File: config.mk
export PLATFORM = sky130hd
export DESIGN_NAME = gha_ctrl
export DESIGN_NICKNAME = d
export VERILOG_FILES = /design/src/design/gha_pkg.sv /design/src/design/gha_ctrl.sv
export VERILOG_INCLUDE_DIRS = /design/src /design/src/design
export SDC_FILE = /design/constraint.sdc
export NUM_CORES = 1
export LEC_CHECK = 0
export BUFFER_PORTS_ARGS = -buffer_cell sky130_fd_sc_hd__buf_2
export CAP_MARGIN = 20
export CORE_AREA = 10 10 47 49
export CTS_CLUSTER_DIAMETER = 80
export DETAILED_ROUTE_END_ITERATION = 10
export DIE_AREA = 0 0 57 59
export GPL_TIMING_DRIVEN = 0
export PLACE_DENSITY = 0.66
export SYNTH_ARGS = -nofsm -noshare
export SYNTH_HDL_FRONTEND = slang
export SYNTH_SLANG_ARGS = --single-unit
File: constraint.sdc
create_clock -name clk -period 1.3 [get_ports clk]
set_input_delay 0.26 -clock clk [delete_from_list [all_inputs] [get_ports clk]]
set_output_delay 0.26 -clock clk [all_outputs]
set_load 0.02 [all_outputs]
File: src/design/generational_handle_allocator_defines.svh
`ifndef GENERATIONAL_HANDLE_ALLOCATOR_DEFINES_SVH
`define GENERATIONAL_HANDLE_ALLOCATOR_DEFINES_SVH

// Check that cons holds in the same cycle as ante.
`define GHA_ASSERT_SAME(lbl, ante, cons) \
  lbl: assert property (@(posedge clk) disable iff (!rst_n) (ante) |-> (cons)) \
    else $error("handle allocator check failed");

// Check that cons holds in the cycle after ante.
`define GHA_ASSERT_NEXT(lbl, ante, cons) \
  lbl: assert property (@(posedge clk) disable iff (!rst_n) (ante) |=> (cons)) \
    else $error("handle allocator check failed");

`endif

File: src/design/gha_pkg.sv
`timescale 1ns / 1ps

package gha_pkg;

  // Table geometry and limits
  localparam int MAX_SLOTS          = 1024;
  localparam int MAX_GENERATION     = 255;
  localparam int DEF_RECYCLE_TRIES  = 5;

  localparam int IDX_W = $clog2(MAX_SLOTS);
  localparam int GEN_W = 8;
  localparam int CNT_W = $clog2(MAX_SLOTS + 1);

  typedef enum logic [1:0] {
    KIND_SPAWN   = 2'd0,
    KIND_KILL    = 2'd1,
    KIND_QUERY   = 2'd2,
    KIND_CLEANUP = 2'd3
  } kind_t;

  typedef enum logic [1:0] {
    ST_OK    = 2'd0,
    ST_STALE = 2'd1,
    ST_FULL  = 2'd2
  } status_t;

  typedef enum logic [3:0] {
    S_IDLE,
    S_SP_CHK,
    S_SP_IDX,
    S_SP_TEST,
    S_SP_NEW,
    S_KQ_RD,
    S_KQ_EVAL,
    S_CL_CHK,
    S_CL_GEN,
    S_DONE
  } state_t;

  // Commands from controller to datapath
  typedef struct packed {
    logic latch;       // capture request, clear result
    logic pop;         // pop free stack, read top entry
    logic gen_rd_pop;  // read generation of popped slot
    logic take;        // reuse popped slot
    logic tomb_pop;    // retire popped slot to tombstones
    logic new_slot;    // open a fresh slot
    logic full;        // report table full
    logic gen_rd_h;    // read generation of request handle
    logic kq_eval;     // evaluate kill or query
    logic cl_rd;       // read next tombstone
    logic cl_item;     // recycle tombstone just read
    logic cl_end;      // empty tombstone list
  } cmd_t;

  // Status from datapath to controller
  typedef struct packed {
    logic free_empty;
    logic tries_done;
    logic take_ok;
    logic slots_full;
    logic clean_done;
  } sts_t;

endpackage

File: src/design/gha_ctrl.sv
`timescale 1ns / 1ps
`include "generational_handle_allocator_defines.svh"

module gha_ctrl (
  input  logic          clk,
  input  logic          rst_n,
  input  logic          start,
  input  logic [1:0]    in_kind,
  input  gha_pkg::sts_t sts,
  output gha_pkg::cmd_t cmd,
  output logic          busy,
  output logic          out_valid
);
  import gha_pkg::*;

  state_t state_r, state_nxt;

  // State register
  always_ff @(posedge clk) begin
    if (!rst_n) begin
      state_r <= S_IDLE;
    end else begin
      state_r <= state_nxt;
    end
  end

  // Next state and commands
  always_comb begin
    state_nxt = state_r;
    cmd       = '0;
    unique case (state_r)
      S_IDLE: begin
        if (start) begin
          cmd.latch = 1'b1;
          unique case (kind_t'(in_kind)) inside
            KIND_SPAWN:             state_nxt = S_SP_CHK;
            KIND_KILL, KIND_QUERY:  state_nxt = S_KQ_RD;
            default:                state_nxt = S_CL_CHK;
          endcase
        end
      end
      S_SP_CHK: begin
        if (!sts.free_empty && !sts.tries_done) begin
          cmd.pop   = 1'b1;
          state_nxt = S_SP_IDX;
        end else begin
          state_nxt = S_SP_NEW;
        end
      end
      S_SP_IDX: begin
        cmd.gen_rd_pop = 1'b1;
        state_nxt      = S_SP_TEST;
      end
      S_SP_TEST: begin
        if (sts.take_ok) begin
          cmd.take  = 1'b1;
          state_nxt = S_DONE;
        end else begin
          cmd.tomb_pop = 1'b1;
          state_nxt    = S_SP_CHK;
        end
      end
      S_SP_NEW: begin
        if (sts.slots_full) begin
          cmd.full = 1'b1;
        end else begin
          cmd.new_slot = 1'b1;
        end
        state_nxt = S_DONE;
      end
      S_KQ_RD: begin
        cmd.gen_rd_h = 1'b1;
        state_nxt    = S_KQ_EVAL;
      end
      S_KQ_EVAL: begin
        cmd.kq_eval = 1'b1;
        state_nxt   = S_DONE;
      end
      S_CL_CHK: begin
        if (sts.clean_done) begin
          cmd.cl_end = 1'b1;
          state_nxt  = S_DONE;
        end else begin
          cmd.cl_rd = 1'b1;
          state_nxt = S_CL_GEN;
        end
      end
      S_CL_GEN: begin
        cmd.cl_item = 1'b1;
        state_nxt   = S_CL_CHK;
      end
      S_DONE: begin
        state_nxt = S_IDLE;
      end
      default: begin
        state_nxt = S_IDLE;
      end
    endcase
  end

  assign busy      = (state_r != S_IDLE);
  assign out_valid = (state_r == S_DONE);

  `GHA_ASSERT_NEXT(a_accept_busy, start && !busy, busy)
  `GHA_ASSERT_NEXT(a_strobe_then_idle, out_valid, !busy && !out_valid)
  `GHA_ASSERT_SAME(a_latch_only_idle, cmd.latch, !busy && start)

endmodule

==> results of run 1 <==
==> final cells by class <==
cell class	count	area [um^2]
clock buffer	3	22.5
multi-input combinational	39	380
inverter	4	18.8
buffer	3	37.5
timing repair buffer	37	305
fill	123	532
sequential	4	85.1
tap	16	20.0
==> worst max path at each step <==
stage                     from  endpoint  slack (ns)  cells after the start
floorplan           state_r[2]    cmd[6]       -0.12                      3
global placement    state_r[3]    cmd[8]       -0.15                      5
detailed placement  state_r[3]    cmd[8]       -0.18                      5
CTS                 state_r[3]    cmd[8]       -0.22                      5
global route        state_r[0]    cmd[8]       -0.27                      5
finish              state_r[0]    cmd[8]       -0.21                      5
==> per-stage QoR <==
step	worst slack, ns	cell area [um^2]	hold WS, ns
floorplan	-0.119	409	0.429
global placement	-0.148	544	0.569
detailed placement	-0.180	544	0.574
CTS	-0.219	833	0.318
global route	-0.265	870	0.345
finish	-0.208	870	0.345
==> power groups by stage <==
stage	sequential [mW]	combinational, mW	clock (mW)
6_report	0.261	1.58	0.151
5_1_grt	0.269	1.68	0.164
4_1_cts	0.226	1.48	0.159
3_5_place_dp	0.214	0.863	0
3_3_place_gp	0.209	0.856	0
2_1_floorplan	0.205	0.657	0
==> placed cells by master (no fill, tap or decap), types with 2 or more instances in the layout <==
| cell type | instances |
|---|---|
| nand2_2 | 3 |
| dfxtp_2 | 4 |
| nor2_2 | 3 |
| buf_4 | 17 |
| clkbuf_4 | 3 |
| nor3_2 | 4 |
| inv_1 | 3 |
| buf_6 | 12 |
| buf_2 | 9 |
| nor2_4 | 3 |
| nand2_1 | 4 |
| a21oi_2 | 2 |
==> per-layer routing <==
| metal | up-vias | global-route usage (%) |
|---|---|---|
| li1 | 267 | - |
| met1 | 256 | 9.72 |
| met2 | 22 | 16.9 |
| met3 | 2 | 4.08 |
| met4 | 0 | 3.02 |
| met5 | - | 0 |
==> worst max-delay path: cells and delay by family (launching register included) <==
family | cells | cell delay (ns)
buffers and inverters | 2 | 0.26
DFF | 1 | 0.32
and+or+nand+nor | 3 | 0.44
==> cells by family (layout without fill, tap and decap cells) <==
logic type | Yosys count | in the layout | synth area share, %
AOI/OAI and AO/OA | 12 | 12 | 28.9
buffers and inverters | 8 | 47 | 10.7
DFF | 4 | 4 | 22.0
and+or+nand+nor | 27 | 27 | 38.5
==> timing repair <==
item,CTS,global route
resized for setup,48,8
endpoints found under the setup margin,18,18
setup buffers,11,3
pin swaps,9,7
==> impl_metrics.json, run 1 <==
{
  "post_drt_wl_per_cell_um": 15.3,
  "peakVddDrop_uv": 832,
  "dieHeight_um": 59,
  "post-route-min-period_ns": 1.51,
  "synthArstFlopShare_pct": 0,
  "yosys-top-cells-area": "dfxtp_1 (22%), nand2_1 (7.2%), nor2_1 (7.2%)",
  "fin_ws_ns": -0.208,
  "cts_buffers": 3,
  "design_power_total_mw": 1.99,
  "worstPathMaxFanout": 6,
  "routabilityCongestion": 0.733,
  "hold_buffers": 0,
  "whs_path_depth": 3,
  "startpoint_type": "register",
  "overflow": 0,
  "dr.pass1.iters": 4,
  "cp_cell_sequence": "buf_6 > nor2b_4 > nand2_2 > nor3b_4 > buf_6",
  "synth-seq-cells": 4,
  "cp-end-kind": "output pin",
  "synth_cell_types": 26,
  "yosys.area.top_type": "dfxtp_1",
  "maxCapViolCount": 0,
  "regMostFlops": "state_r",
  "antenna_cells": 0,
  "top_layer_used": "met4",
  "slowest_stage": "dfxtp_2",
  "worst_slew_pin_slew_ns": 0.445,
  "dp_hpwl_um": 996,
  "ff2ff_setup_slack_ns": -0.16,
  "hold_violations": 0,
  "status": "finished with violations",
  "cts_root_buffer": "clkbuf_4",
  "fin_skew_ns": 0.00403,
  "rows": 14,
  "sw_frac_of_total_pct": 45.7,
  "criticalPathCategory": "register to output pin",
  "core_um2": 1400,
  "syn-mean-instance-area_um2": 7.14,
  "cpMostUsedCell": "buf_6",
  "fmax_mhz": 663,
  "min_from": "rst_n",
  "syn_inst": 51,
  "internal_power_mw": 1.08,
  "cts.sink_count": 4,
  "io_buffers": 23,
  "max_stage_delay_ns": 0.32,
  "io_pins": 24,
  "vias_per_cell": 5.16,
  "largest_reg_flops": 4,
  "met2WireLength_um": 836,
  "largestRegisters": "state_r (4)",
  "clkPwrFrac_pct": 7.6,
  "met1_length_um": 653,
  "p_seq_share_pct": 13.1,
  "cts_htree_levels": 1,
  "r2r_cells": 4,
  "synth_area_um2": 364,
  "synth_enable_flop_cells": 0,
  "cts_buffer_depth": 2,
  "synth_commonest_cells": "nand2_1 (7), nor2_1 (7), dfxtp_1 (4), inv_1 (4), nor3_1 (4)",
  "rsz0062_at_grt": "true",
  "die_x_um": 57,
  "fin_cells": 106,
  "nets": 102,
  "combPwrFrac_pct": 79.3,
  "drt_iter0_drc": 8,
  "clk_pin_slew_worst_paths_ns": 0.04,
  "tns_ns": -2.89,
  "drt.antenna.violating_nets": 0,
  "cp.arrival_ns": 1.25,
  "grt_max_degree": 11,
  "p_sw_uw": 911,
  "regToRegEndpoint": "state_r[2]",
  "finalSetupViolCount": 18,
  "grt_pass1_vias": 553,
  "power.density_nw_per_um2": 2290,
  "dieArea_um2": 3360,
  "regToRegStartpoint": "state_r[2]",
  "cts_tree": "done",
  "postRouteWirelength_um": 1630,
  "drive_gt1_share_pct": 81.1,
  "start_util_pct": 26.0,
  "clock_latency_ns": 0.23,
  "drv_slew": 0,
  "hold_class": "primary input to register",
  "fin_util_pct": 62.1,
  "grt_pass1_wl_um": 2620,
  "wl_met3_um": 121,
  "synth-main-ff-cell": "dfxtp_1",
  "antenna_found_initial": 0,
  "yosysTopAreaCellShare_pct": 22.0,
  "violations": "negative setup slack",
  "power_leakage_nw": 0.379,
  "ys_warn_count": 0,
  "maxSlewHeadroom_pct": 69.9,
  "track_usage_pct": 9.46,
  "required_ns": 1.04,
  "route.detailed.drc": 0,
  "numPlacedInstances": 90,
  "syn_nets": 61,
  "via_count": 547,
  "syn2layout_area_growth_pct": 139,
  "hold_end": "state_r[1]",
  "min_period_over_period_pct": 116,
  "ys_seq_area_share_pct": 22.0
}
Power figures use the tool's default switching activity.
==> run 2: changes to the inputs <==
GPL_ROUTABILITY_DRIVEN = 0   (was not set)
clock period = 1.2 ns   (was 1.3 ns; I/O delays follow)
==> run 2 against run 1 <==
The flow still finishes with violations (negative setup slack). Core utilization up 14 points. Critical path depth stayed put. Die area unchanged. Sequential cell count stayed put. Wire length up 27%. Clock power rose by 17%. Setup slack worse by 0.17 ns. Count of clock-buffer cells in the layout did not move. Sequential power is 7% higher. Total power up 37%. Sequential share of layout area decreased by 1.3 points. Largest power group unchanged.
==> impl_metrics.json, run 2 (synthesis results as in run 1) <==
{
  "status": "finished with violations",
  "violations": "negative setup slack",
  "regMostFlops": "state_r",
  "grt_pass1_wl_um": 3120,
  "use_met2_pct": 22.2,
  "dr.pass1.iters": 4,
  "dieArea_um2": 3360,
  "power.density_nw_per_um2": 2570,
  "fin_cells": 117,
  "regToRegStartpoint": "state_r[2]",
  "tns_ns": -5.12,
  "postRouteWirelength_um": 2070,
  "post-route-min-period_ns": 1.58,
  "route.detailed.drc": 0,
  "track_usage_pct": 11.8,
  "cts_tree": "done",
  "combPwrFrac_pct": 83.4,
  "cp-end-kind": "output pin",
  "drv_slew": 0,
  "criticalPathCategory": "register to output pin",
  "vias_per_cell": 5.32,
  "hold_buffers": 0,
  "cts_buffer_depth": 2,
  "via_count": 622,
  "largest_reg_flops": 4,
  "clock_latency_ns": 0.25,
  "rows": 14,
  "post_drt_wl_per_cell_um": 17.7,
  "peakVddDrop_uv": 1270,
  "internal_power_mw": 1.51,
  "fin_skew_ns": 0.0134,
  "grt_most_used_layer": "met2",
  "required_ns": 0.96,
  "rsz0062_at_grt": "true",
  "crit_end": "cmd[10]",
  "drive_gt1_share_pct": 85.1,
  "cts.sink_count": 4,
  "fill_cells": 100,
  "hold_violations": 0,
  "power_leakage_nw": 0.479,
  "fin_ws_ns": -0.382,
  "overflow": 0,
  "cts_root_buffer": "clkbuf_4",
  "dieHeight_um": 59,
  "multi_input_area_um2": 438,
  "syn2layout_area_growth_pct": 192,
  "sw_frac_of_total_pct": 44.9,
  "fmax_mhz": 632,
  "p_seq_share_pct": 10.2,
  "drt_iter0_drc": 13,
  "largestRegisters": "state_r (4)",
  "nets": 113,
  "io_buffers": 23,
  "register_area_um2": 90.1,
  "numPlacedInstances": 90,
  "maxCapViolCount": 0,
  "startpoint_type": "register",
  "design_power_total_mw": 2.73,
  "r2r_cells": 5,
  "clk_pin_slew_worst_paths_ns": 0.05,
  "start_util_pct": 26.0,
  "clkPwrFrac_pct": 6.5,
  "antenna_cells": 0,
  "critPathLaunch": "state_r[3]",
  "worst_slew_pin_slew_ns": 0.394,
  "grt_pass1_vias": 674,
  "grt_max_degree": 7,
  "mostFrequentLayoutCells": "buf_4 (21), buf_6 (18), buf_2 (9)",
  "hold_class": "primary input to register",
  "die_x_um": 57,
  "antenna_found_initial": 0,
  "dp_hpwl_um": 1130,
  "maxSlewHeadroom_pct": 73.4,
  "min_period_over_period_pct": 132,
  "gr-usage-met1_pct": 11.4,
  "final_common_cell": "buf_4",
  "finalSetupViolCount": 18,
  "cts_buffers": 3,
  "whs_path_depth": 3,
  "ff2ff_setup_slack_ns": -0.24,
  "worstPathMaxFanout": 5,
  "cts_htree_levels": 1,
  "whs_ns": 0.297,
  "met3_usage_pct": 2.58,
  "io_pins": 24,
  "regToRegEndpoint": "state_r[3]",
  "cp.arrival_ns": 1.34,
  "drt.antenna.violating_nets": 0,
  "core_um2": 1400,
  "p_sw_mw": 1.23
}
-- run 2: worst max-delay path, stage by stage (launching register included) --
cell and delay, ns:
dfxtp_4 0.34, clkbuf_16 0.16, nor2b_4 0.16, buf_4 0.15, and3_4 0.17, buf_6 0.11
-- run 2: worst min-delay path by stage --
stage | start | slack (ns) | endpoint
3_3_place_gp | rst_n | 0.54 | state_r[3]
3_5_place_dp | rst_n | 0.55 | state_r[3]
5_1_grt | rst_n | 0.31 | state_r[2]
2_1_floorplan | rst_n | 0.39 | state_r[3]
4_1_cts | rst_n | 0.30 | state_r[3]
6_report | rst_n | 0.30 | state_r[2]
-- run 2: final cells by class --
cell class	instances	share of cell area (%)
Buffer	3	6.58
Clock buffer	3	2.12
Inverter	4	1.76
Multi-Input combinational cell	39	41.1
Sequential cell	4	8.46
Tap cell	16	1.88
Timing Repair Buffer	48	38.1
-- run 2: what timing repair did --
| action | in CTS | in global routing |
|---|---|---|
| endpoints found under the hold margin | 0 | 0 |
| buffers inserted | 18 | 8 |
| pin swaps | 9 | 9 |
| setup endpoints to repair | 18 | 18 |
| gates resized for setup | 43 | 8 |
-- run 2: per-layer routing --
layer	share of wire, %	up-vias
met1	36	298
met2	54	28
met5	0	-
met4	3.6	0
met3	5.7	8
li1	-	288
-- run 2: power groups by stage --
stage,Combinational (mW),Sequential [mW],Clock (mW)
after floorplan,1.01,0.243,0
after global placement,1.24,0.249,0
after CTS,2.00,0.252,0.179
after detailed placement,1.26,0.250,0
after global routing,2.40,0.278,0.185
final,2.28,0.278,0.177
-- run 2: through the flow --
| stage | setup slack (ns) | utilization, % | instance area (um^2) |
|---|---|---|---|
| finish | -0.382 | 76.0 | 1060 |
| global route | -0.399 | 76.0 | 1060 |
| CTS | -0.329 | 70.6 | 990 |
| detailed placement | -0.276 | 48.1 | 674 |
| global placement | -0.249 | 48.1 | 674 |
| floorplan | -0.0672 | - | 539 |
